File: src/hdl/assert_macros.svh
// Assertion macros shared by the mapper RTL; clock clk and reset rst are implied.
`ifndef ASSERT_MACROS_SVH
`define ASSERT_MACROS_SVH

// Same-cycle implication
`define CBM_ASSERT_IMP(lbl, ante, cons, msg) \
  lbl: assert property (@(posedge clk) disable iff (rst) (ante) |-> (cons)) else $error(msg);

// Next-cycle implication
`define CBM_ASSERT_NEXT(lbl, ante, cons, msg) \
  lbl: assert property (@(posedge clk) disable iff (rst) (ante) |=> (cons)) else $error(msg);

`endif

File: src/hdl/cbm_pkg.sv
// Types, codes and helper functions for the cartridge bank mapper.
`timescale 1ns / 1ps

package cbm_pkg;

  localparam int MAP_W = 21;

  // Bus operation codes
  typedef enum logic [2:0] {
    FUNC_WRITE = 3'd0,
    FUNC_PRG   = 3'd1,
    FUNC_CHR   = 3'd2,
    FUNC_NT    = 3'd3,
    FUNC_TICK  = 3'd4
  } func_t;

  // Chip variant codes
  localparam logic [1:0] VARIANT_FIRST  = 2'd0;
  localparam logic [1:0] VARIANT_SINGLE = 2'd1;
  localparam logic [1:0] VARIANT_SECOND = 2'd2;

  // Configuration register indexes
  localparam logic [1:0] CFG_VARIANT  = 2'd0;
  localparam logic [1:0] CFG_PRG_SIZE = 2'd1;
  localparam logic [1:0] CFG_CHR_SIZE = 2'd2;

  // Size limits (log2 bytes)
  localparam logic [4:0] PRG_LOG2_MIN = 5'd14;
  localparam logic [4:0] PRG_LOG2_MAX = 5'd21;
  localparam logic [4:0] CHR_LOG2_MIN = 5'd10;
  localparam logic [4:0] CHR_LOG2_MAX = 5'd18;

  // First chip write pages (addr[15:12])
  localparam logic [3:0] PAGE_PRG0 = 4'h8;
  localparam logic [3:0] PAGE_MODE = 4'h9;
  localparam logic [3:0] PAGE_PRG1 = 4'hA;
  localparam logic [3:0] PAGE_CHR  = 4'hB;

  // Second chip register addresses
  localparam logic [15:0] ADDR_PRG0      = 16'h8000;
  localparam logic [15:0] ADDR_PRG1      = 16'hA000;
  localparam logic [15:0] ADDR_SWAP      = 16'h9000;
  localparam logic [15:0] ADDR_MIRROR    = 16'h9001;
  localparam logic [15:0] ADDR_IRQ_CTRL  = 16'h9003;
  localparam logic [15:0] ADDR_IRQ_LOAD  = 16'h9004;
  localparam logic [15:0] ADDR_RELOAD_HI = 16'h9005;
  localparam logic [15:0] ADDR_RELOAD_LO = 16'h9006;
  localparam logic [12:0] ADDR_CHR_BASE  = 13'h1600;  // 0xB000 >> 3

  // Program windows (addr[15:13])
  localparam logic [2:0] WIN_BANK0 = 3'b100;
  localparam logic [2:0] WIN_BANK1 = 3'b101;
  localparam logic [2:0] WIN_FIX0  = 3'b110;
  localparam logic [2:0] WIN_FIX1  = 3'b111;

  // Second chip mirroring codes
  localparam logic [1:0] MIR_VERT = 2'd0;
  localparam logic [1:0] MIR_HORZ = 2'd2;

  // Bank state seen by the address translation
  typedef struct packed {
    logic [1:0][7:0] prog_bank;
    logic [7:0][7:0] char_bank;
    logic            swap;
    logic [1:0]      mirror;
  } map_state_t;

  function automatic logic is_second(input logic [1:0] variant);
    return variant >= VARIANT_SECOND;
  endfunction

  // Clamp a log2 size and expand it into an address mask
  function automatic logic [MAP_W-1:0] size_mask(input logic [4:0] lg,
                                                  input logic [4:0] lo,
                                                  input logic [4:0] hi);
    logic [4:0]       c;
    logic [MAP_W-1:0] m;
    c = (lg < lo) ? lo : ((lg > hi) ? hi : lg);
    for (int i = 0; i < MAP_W; i++) begin
      m[i] = (5'(i) < c);
    end
    return m;
  endfunction

endpackage

File: src/hdl/cbm_regs.sv
// Bank, mirroring and IRQ counter registers of the mapper.
`timescale 1ns / 1ps
`include "assert_macros.svh"

module cbm_regs (
  input  logic                clk,
  input  logic                rst,
  input  logic                step,
  input  logic [2:0]          func,
  input  logic [15:0]         addr,
  input  logic [7:0]          data,
  input  logic [1:0]          variant,
  output cbm_pkg::map_state_t st,
  output logic                irq_line
);

  cbm_pkg::map_state_t st_next;
  logic [15:0] irq_count, irq_count_next;
  logic [15:0] reload_val, reload_val_next;
  logic        irq_enabled, irq_enabled_next;
  logic        irq_pending, irq_pending_next;
  logic        second;
  logic [15:0] count_dec;

  assign second    = cbm_pkg::is_second(variant);
  assign count_dec = irq_count - 16'd1;

  // Register write decode and counter tick
  always_comb begin
    st_next          = st;
    irq_count_next   = irq_count;
    reload_val_next  = reload_val;
    irq_enabled_next = irq_enabled;
    irq_pending_next = irq_pending;
    unique case (cbm_pkg::func_t'(func))
      cbm_pkg::FUNC_WRITE: begin
        if (second) begin
          if (addr == cbm_pkg::ADDR_PRG0 || addr == cbm_pkg::ADDR_PRG1) begin
            st_next.prog_bank[addr[13]] = data;
          end else if (addr[15:3] == cbm_pkg::ADDR_CHR_BASE) begin
            st_next.char_bank[addr[2:0]] = data;
          end else begin
            priority case (addr)
              cbm_pkg::ADDR_SWAP:      st_next.swap = data[7];
              cbm_pkg::ADDR_MIRROR:    st_next.mirror = data[7:6];
              cbm_pkg::ADDR_IRQ_CTRL: begin
                irq_enabled_next = data[7];
                irq_pending_next = 1'b0;
              end
              cbm_pkg::ADDR_IRQ_LOAD: begin
                irq_count_next   = reload_val;
                irq_pending_next = 1'b0;
              end
              cbm_pkg::ADDR_RELOAD_HI: reload_val_next = {data, reload_val[7:0]};
              cbm_pkg::ADDR_RELOAD_LO: reload_val_next = {reload_val[15:8], data};
              default: ;
            endcase
          end
        end else begin
          priority case (addr[15:12])
            cbm_pkg::PAGE_PRG0, cbm_pkg::PAGE_PRG1:
              st_next.prog_bank[addr[13]] = {3'b000, data[4:0]};
            cbm_pkg::PAGE_CHR:
              st_next.char_bank[addr[2:0]] = data;
            cbm_pkg::PAGE_MODE: begin
              if (variant != cbm_pkg::VARIANT_SINGLE) begin
                st_next.mirror = {1'b0, data[0]};
                st_next.swap   = data[1];
              end
            end
            default: ;
          endcase
        end
      end
      cbm_pkg::FUNC_TICK: begin
        if (second && irq_enabled && irq_count != 16'd0) begin
          irq_count_next = count_dec;
          if (count_dec == 16'd0) irq_pending_next = 1'b1;
        end
      end
      default: ;
    endcase
  end

  // Interrupt line after this word
  assign irq_line = second && irq_pending_next;

  always_ff @(posedge clk) begin
    if (rst) begin
      st          <= '0;
      irq_count   <= '0;
      reload_val  <= '0;
      irq_enabled <= 1'b0;
      irq_pending <= 1'b0;
    end else if (step) begin
      st          <= st_next;
      irq_count   <= irq_count_next;
      reload_val  <= reload_val_next;
      irq_enabled <= irq_enabled_next;
      irq_pending <= irq_pending_next;
    end
  end

  `CBM_ASSERT_IMP(a_pend_rise, $rose(irq_pending), $past(irq_count) == 16'd1, "irq raised early")
  `CBM_ASSERT_IMP(a_count_move, !$past(rst) && irq_count != $past(irq_count), irq_count == $past(irq_count) - 16'd1 || irq_count == $past(reload_val), "irq counter jumped")

endmodule

File: src/hdl/cbm_xlate.sv
// Program, character and nametable address translation.
`timescale 1ns / 1ps

module cbm_xlate (
  input  logic [2:0]                  func,
  input  logic [15:0]                 addr,
  input  logic [1:0]                  variant,
  input  logic [4:0]                  prg_size_log2,
  input  logic [4:0]                  chr_size_log2,
  input  cbm_pkg::map_state_t         st,
  output logic [cbm_pkg::MAP_W-1:0]   mapped
);

  localparam int W = cbm_pkg::MAP_W;

  logic [W-1:0] prg_mask, chr_mask;
  logic [15:0]  a_sw;
  logic [W-1:0] prg_off, prog_addr, char_addr;
  logic [W-1:0] nt_vert, nt_horz, nt_single, nt_addr;

  assign prg_mask = cbm_pkg::size_mask(prg_size_log2, cbm_pkg::PRG_LOG2_MIN,
                                       cbm_pkg::PRG_LOG2_MAX);
  assign chr_mask = cbm_pkg::size_mask(chr_size_log2, cbm_pkg::CHR_LOG2_MIN,
                                       cbm_pkg::CHR_LOG2_MAX);

  // Program: optional swap of the 0x8000 and 0xC000 windows
  assign a_sw = (st.swap && !addr[13]) ? (addr ^ 16'h4000) : addr;

  always_comb begin
    unique case (a_sw[15:13])
      cbm_pkg::WIN_BANK0: prg_off = {st.prog_bank[0], 13'd0};
      cbm_pkg::WIN_BANK1: prg_off = {st.prog_bank[1], 13'd0};
      cbm_pkg::WIN_FIX0:  prg_off = prg_mask & ~W'(21'h3FFF);
      cbm_pkg::WIN_FIX1:  prg_off = prg_mask & ~W'(21'h1FFF);
      default:            prg_off = '0;
    endcase
  end
  assign prog_addr = ({8'd0, a_sw[12:0]} | prg_off) & prg_mask;

  // Character: 1 KiB banks
  assign char_addr = {3'd0, st.char_bank[addr[12:10]], addr[9:0]} & chr_mask;

  // Nametable mirroring
  assign nt_vert   = {10'd0, addr[10:0]};
  assign nt_horz   = {10'd0, addr[11], addr[9:0]};
  assign nt_single = {11'd0, addr[9:0]};

  always_comb begin
    if (cbm_pkg::is_second(variant)) begin
      if (st.mirror == cbm_pkg::MIR_VERT)      nt_addr = nt_vert;
      else if (st.mirror == cbm_pkg::MIR_HORZ) nt_addr = nt_horz;
      else                                     nt_addr = nt_single;
    end else if (variant == cbm_pkg::VARIANT_SINGLE) begin
      nt_addr = nt_single;
    end else begin
      nt_addr = (st.mirror != 2'd0) ? nt_horz : nt_vert;
    end
  end

  always_comb begin
    unique case (cbm_pkg::func_t'(func))
      cbm_pkg::FUNC_PRG: mapped = prog_addr;
      cbm_pkg::FUNC_CHR: mapped = char_addr;
      cbm_pkg::FUNC_NT:  mapped = nt_addr;
      default:           mapped = '0;
    endcase
  end

endmodule

File: src/hdl/cartridge_bank_mapper_irq.sv
// An accepted word passes through the input register, then the result register.
// Throughput: one word per cycle unless out_ready stalls; state updates per advance.
// Stalls on the output side back up through the result and input registers.
// Reset (synchronous, rst high) clears banks, modes and IRQ state, empties both stages,
// and sets the chip variant to 0 and both size registers to 17.
`timescale 1ns / 1ps
`include "assert_macros.svh"

module cartridge_bank_mapper_irq (
  input  logic        clk,
  input  logic        rst,
  // configuration
  input  logic        cfg_we,
  input  logic [1:0]  cfg_index,
  input  logic [4:0]  cfg_data,
  // input words
  input  logic        in_valid,
  output logic        in_ready,
  input  logic [2:0]  func,
  input  logic [15:0] addr,
  input  logic [7:0]  data,
  // result words
  output logic        out_valid,
  input  logic        out_ready,
  output logic [20:0] mapped_addr,
  output logic        irq_level
);

  logic [1:0] variant;
  logic [4:0] prg_size_log2, chr_size_log2;

  logic        s1_valid;
  logic [2:0]  s1_func;
  logic [15:0] s1_addr;
  logic [7:0]  s1_data;
  logic        s1_advance;

  cbm_pkg::map_state_t st;
  logic                irq_line;
  logic [20:0]         mapped;

  // Configuration registers
  always_ff @(posedge clk) begin
    if (rst) begin
      variant       <= cbm_pkg::VARIANT_FIRST;
      prg_size_log2 <= 5'd17;
      chr_size_log2 <= 5'd17;
    end else if (cfg_we) begin
      priority case (cfg_index)
        cbm_pkg::CFG_VARIANT:  variant       <= cfg_data[1:0];
        cbm_pkg::CFG_PRG_SIZE: prg_size_log2 <= cfg_data;
        cbm_pkg::CFG_CHR_SIZE: chr_size_log2 <= cfg_data;
        default: ;
      endcase
    end
  end

  // Pipeline flow control
  assign s1_advance = s1_valid && (!out_valid || out_ready);
  assign in_ready   = !s1_valid || s1_advance;

  // Input register
  always_ff @(posedge clk) begin
    if (rst) begin
      s1_valid <= 1'b0;
    end else if (in_ready) begin
      s1_valid <= in_valid;
    end
  end

  always_ff @(posedge clk) begin
    if (in_ready && in_valid) begin
      s1_func <= func;
      s1_addr <= addr;
      s1_data <= data;
    end
  end

  cbm_regs u_regs (
    .clk      (clk),
    .rst      (rst),
    .step     (s1_advance),
    .func     (s1_func),
    .addr     (s1_addr),
    .data     (s1_data),
    .variant  (variant),
    .st       (st),
    .irq_line (irq_line)
  );

  cbm_xlate u_xlate (
    .func          (s1_func),
    .addr          (s1_addr),
    .variant       (variant),
    .prg_size_log2 (prg_size_log2),
    .chr_size_log2 (chr_size_log2),
    .st            (st),
    .mapped        (mapped)
  );

  // Result register
  always_ff @(posedge clk) begin
    if (rst) begin
      out_valid <= 1'b0;
    end else if (s1_advance) begin
      out_valid <= 1'b1;
    end else if (out_ready) begin
      out_valid <= 1'b0;
    end
  end

  always_ff @(posedge clk) begin
    if (s1_advance) begin
      mapped_addr <= mapped;
      irq_level   <= irq_line;
    end
  end

  `CBM_ASSERT_IMP(a_stall_cause, !in_ready, s1_valid && out_valid && !out_ready, "input stalled without a full pipe")
  `CBM_ASSERT_NEXT(a_advance_lands, s1_advance, out_valid, "advanced word not in result register")

endmodule

File: config.mk
export PLATFORM = sky130hd
export DESIGN_NAME = cartridge_bank_mapper_irq
export DESIGN_NICKNAME = d
export VERILOG_FILES = /design/src/hdl/cbm_pkg.sv /design/src/hdl/cbm_regs.sv /design/src/hdl/cbm_xlate.sv /design/src/hdl/cartridge_bank_mapper_irq.sv
export VERILOG_INCLUDE_DIRS = /design/src /design/src/hdl
export SDC_FILE = /design/constraint.sdc
export NUM_CORES = 1
export LEC_CHECK = 0
export BUFFER_PORTS_ARGS = -buffer_cell sky130_fd_sc_hd__buf_2
export CORE_MARGIN = 8
export CORE_UTILIZATION = 54
export CTS_CLUSTER_DIAMETER = 50
export CTS_CLUSTER_SIZE = 12
export DETAILED_ROUTE_END_ITERATION = 10
export GPL_TIMING_DRIVEN = 0
export PLACE_DENSITY_LB_ADDON = 0.2
export SYNTH_ARGS = -nofsm -noshare
export SYNTH_HDL_FRONTEND = slang
export SYNTH_SLANG_ARGS = --single-unit
File: constraint.sdc
create_clock -name clk -period 2.4 [get_ports clk]
set_input_delay 0.6 -clock clk [delete_from_list [all_inputs] [get_ports clk]]
set_output_delay 0.6 -clock clk [all_outputs]
set_load 0.02 [all_outputs]
==> results_dict.tcl <==
set metrics [dict create \
    fp.dieW_um 140 \
    pre_cts_ws_ns -0.327 \
    synth_edf_count 49 \
    start_kind "flip-flop" \
    clkLatencyLatePin_ns 0.43 \
    synth_compound_area_frac 0.152 \
    finalCriticalPeriod_ns 2.33 \
    synthCells 851 \
    core_area_mm2 0.0151 \
    rows 45 \
    dieArea_mm2 0.0197 \
    wl_um 22000 \
    synth_ff_type "dfxtp_1" \
    diodes 0 \
    dr.pass1.iters 5 \
    ys_seq_elements 180 \
    synth_top_area_frac 0.315 \
    p_per_area_mw_per_mm2 644 \
    die_height_um 140 \
    grt_use_total 0.225 \
    grt_pass1_vias 6489 \
    synth.area.top_cells "dfxtp_1 31%, edfxtp_1 18%, mux2i_1 7.1%" \
    synth_fa_ha_area_frac 0.00450 \
    pin_count 63 \
    hold_path_class "in2reg" \
    min_period_over_period 0.970 \
    yosysTopAreaCell "dfxtp_1" \
    clock_sinks 180 \
    port_buffers 61 \
    drc_errors 0 \
    ant_nets 0 \
    avgSynthCellArea_um2 9.80 \
    cts_made_buffers 17 \
    synthesis.area_mm2 0.00834 \
    antenna_found_initial 0 \
    clockBufferDepth 2 \
    setup_slack_ns 0.0722 \
    grt_max_degree 28 \
    vias_per_cell 6.01 \
    area_growth_pct 16.0 \
    status "completed" \
    hold_viol 0 \
    critPathSlowestCell "buf_1" \
    cts.htree.levels 4 \
    drt_first_iter_violations 611 \
    fin_util 0.639 \
    cts_tree "done" \
    cap_violations 0 \
    setup.worst_path.end_class "flip-flop" \
    synth_top_family_by_area "simple AND/OR/NAND/NOR gates" \
    slew_headroom 0.135 \
    synth-xor-area-share 0.00525 \
    grt_pass1_wl_um 34900 \
    wl_per_cell_um 19.3 \
    layout.nets 985 \
    ys_types 78 \
    cts.reportedPaths.clkPinSlew_ns 0.07 \
    synth_mux_area_frac 0.115 \
    fmax_ghz 0.430 \
    fillerInstances 1234 \
    slew_viol_final 0 \
    instances_no_fill 1144 \
    yosys_warnings 0 \
    irDropWorstVdd_uv 575 \
    slowest_delay_ns 0.55 \
    criticalPathCategory "reg2reg" \
    gr-total-overflow 0 \
    drive_gt1_frac 0.203 \
    dpl.cell_count 1100 \
    dr_total_vias 6874 \
    synthesis.nets 893 \
    skew_ns 0.00601 \
    path_cells "buf_2 > buf_1 > mux4_2 > mux2i_1 > o22ai_1" \
    initial_core_util 0.550 \
    arrival_ns 2.49 \
    ys_seq_area_frac 0.491 \
    gp_congestion 0.899 \
    finalPower_mw 6.23 \
    hpwlAfterDp_um 15500 \
    leakagePower_nw 3.66 \
    setup_viol 0 \
    cts_root_buffer "clkbuf_16" \
    worst_pin_slew_ns 1.30 \
    yosys.area_share.simple 0.192 \
    holdWs_ns 0.339 \
    crit_required_ns 2.57 \
    async_flop_share 0 \
    cp_max_fo 10 \
]
==> worst max-delay path, delay by kind of cell (launching register included) <==
kind                   cells  cell delay [ns]
flip-flops                 1             0.33
buffers and inverters      2             0.88
multiplexers               2             0.72
AO/OA/AOI/OAI              1             0.13
==> cell usage after synthesis, types with 5 or more instances <==
library cell / number
nand3_1: 9
mux4_2: 16
o21ai_0: 26
nand2_1: 137
edfxtp_1: 49
nor2_1: 80
buf_4: 9
a21oi_1: 77
nand2b_1: 6
clkbuf_1: 27
o21ai_1: 7
nor2b_1: 10
nor4_1: 7
inv_1: 11
a31oi_1: 9
a22o_1: 12
buf_2: 18
nor3_1: 16
and2_1: 21
mux2i_1: 59
dfxtp_1: 131
o41ai_1: 5
==> cell families after synthesis <==
kind of cell	after synthesis
AND/OR/NAND/NOR	329
AO/OA/AOI/OAI	189
flip-flops	180
multiplexers	76
buffers and inverters	69
XOR/XNOR	5
adder cells (fa/ha/maj)	3
==> routing by layer <==
metal | track usage | up-vias | wire [um]
li1 | - | 3263 | -
met1 | 0.296 | 3297 | 9660
met2 | 0.351 | 270 | 10300
met3 | 0.0564 | 44 | 1610
met4 | 0.0789 | 0 | 497
met5 | 0 | - | 0
==> cell usage in the layout (no fill, tap or decap), types with 5 or more instances in the layout <==
master / n
clkbuf_1: 21
edfxtp_1: 49
nor3_1: 14
nand2b_1: 6
o21ai_1: 7
buf_2: 78
mux2i_1: 59
a21oi_1: 76
nor4_4: 5
o41ai_1: 5
a31oi_1: 9
and2_1: 21
o21ai_0: 26
nand2_1: 135
clkinvlp_4: 5
nor4_1: 5
buf_4: 24
dfxtp_1: 129
nand3_1: 7
nor2b_1: 10
nor2_1: 79
a22o_1: 12
inv_1: 10
mux4_2: 16
clkbuf_16: 17
==> area by class of cell <==
type                    count  area, um^2  share of cell area
repair buffers             77         429              0.0444
clock inverters            14         113              0.0116
clock buffers              18         429              0.0444
flip-flops and latches    180        4100               0.424
well taps                 188         235              0.0243
multi-input cells         602        4050               0.419
plain buffers              54         277              0.0286
inverters                  11        41.3             0.00427
==> state kept, by name, summed over array words and instances, names as in the netlist <==
| register | cells |
|---|---|
| variant | 2 |
| u_regs.st | 83 |
| u_regs.reload_val | 16 |
| u_regs.irq_count | 16 |
| prg_size_log2 | 5 |
| mapped_addr | 21 |
| s1_valid | 1 |
| chr_size_log2 | 5 |
| s1_data | 8 |
| out_valid | 1 |
| irq_level | 1 |
| u_regs.irq_enabled | 1 |
| s1_func | 3 |
| s1_addr | 16 |
| u_regs.irq_pending | 1 |
==> final timing paths <==
| kind | from | end | slack (ns) | depth (start not counted) |
|---|---|---|---|---|
| hold / removal | data[0] | s1_data[0] | 0.34 | 1 |
| setup reg to reg | s1_addr[11] | mapped_addr[15] | 0.07 | 5 |
| hold reg to reg | u_regs.st[19] | u_regs.st[19] | 0.45 | 2 |
| setup / recovery | s1_addr[11] | mapped_addr[15] | 0.07 | 5 |
==> timing repair <==
action / in CTS / in global routing
hold buffers: 0 / 0
endpoints found under the setup margin: 111 / 100
pin swaps: 3 / 5
gates resized for setup: 15 / 20
setup buffers: 4 / 12
==> power breakdown <==
part	internal [mW]	leakage (nW)	switching [mW]
combinational	0.133	1.88	0.273
sequential	3.18	1.53	0.0486
clock	1.42	0.253	1.18
==> per-stage QoR <==
step                      TNS [ns]  cell area (um^2)
after floorplan                  0              8340
after global placement      -21.24              8880
after detailed placement    -21.17              8880
after CTS                        0              9520
after global routing      -0.00847              9670
final                            0              9670
No activity file was read; power rests on OpenSTA's default activity.
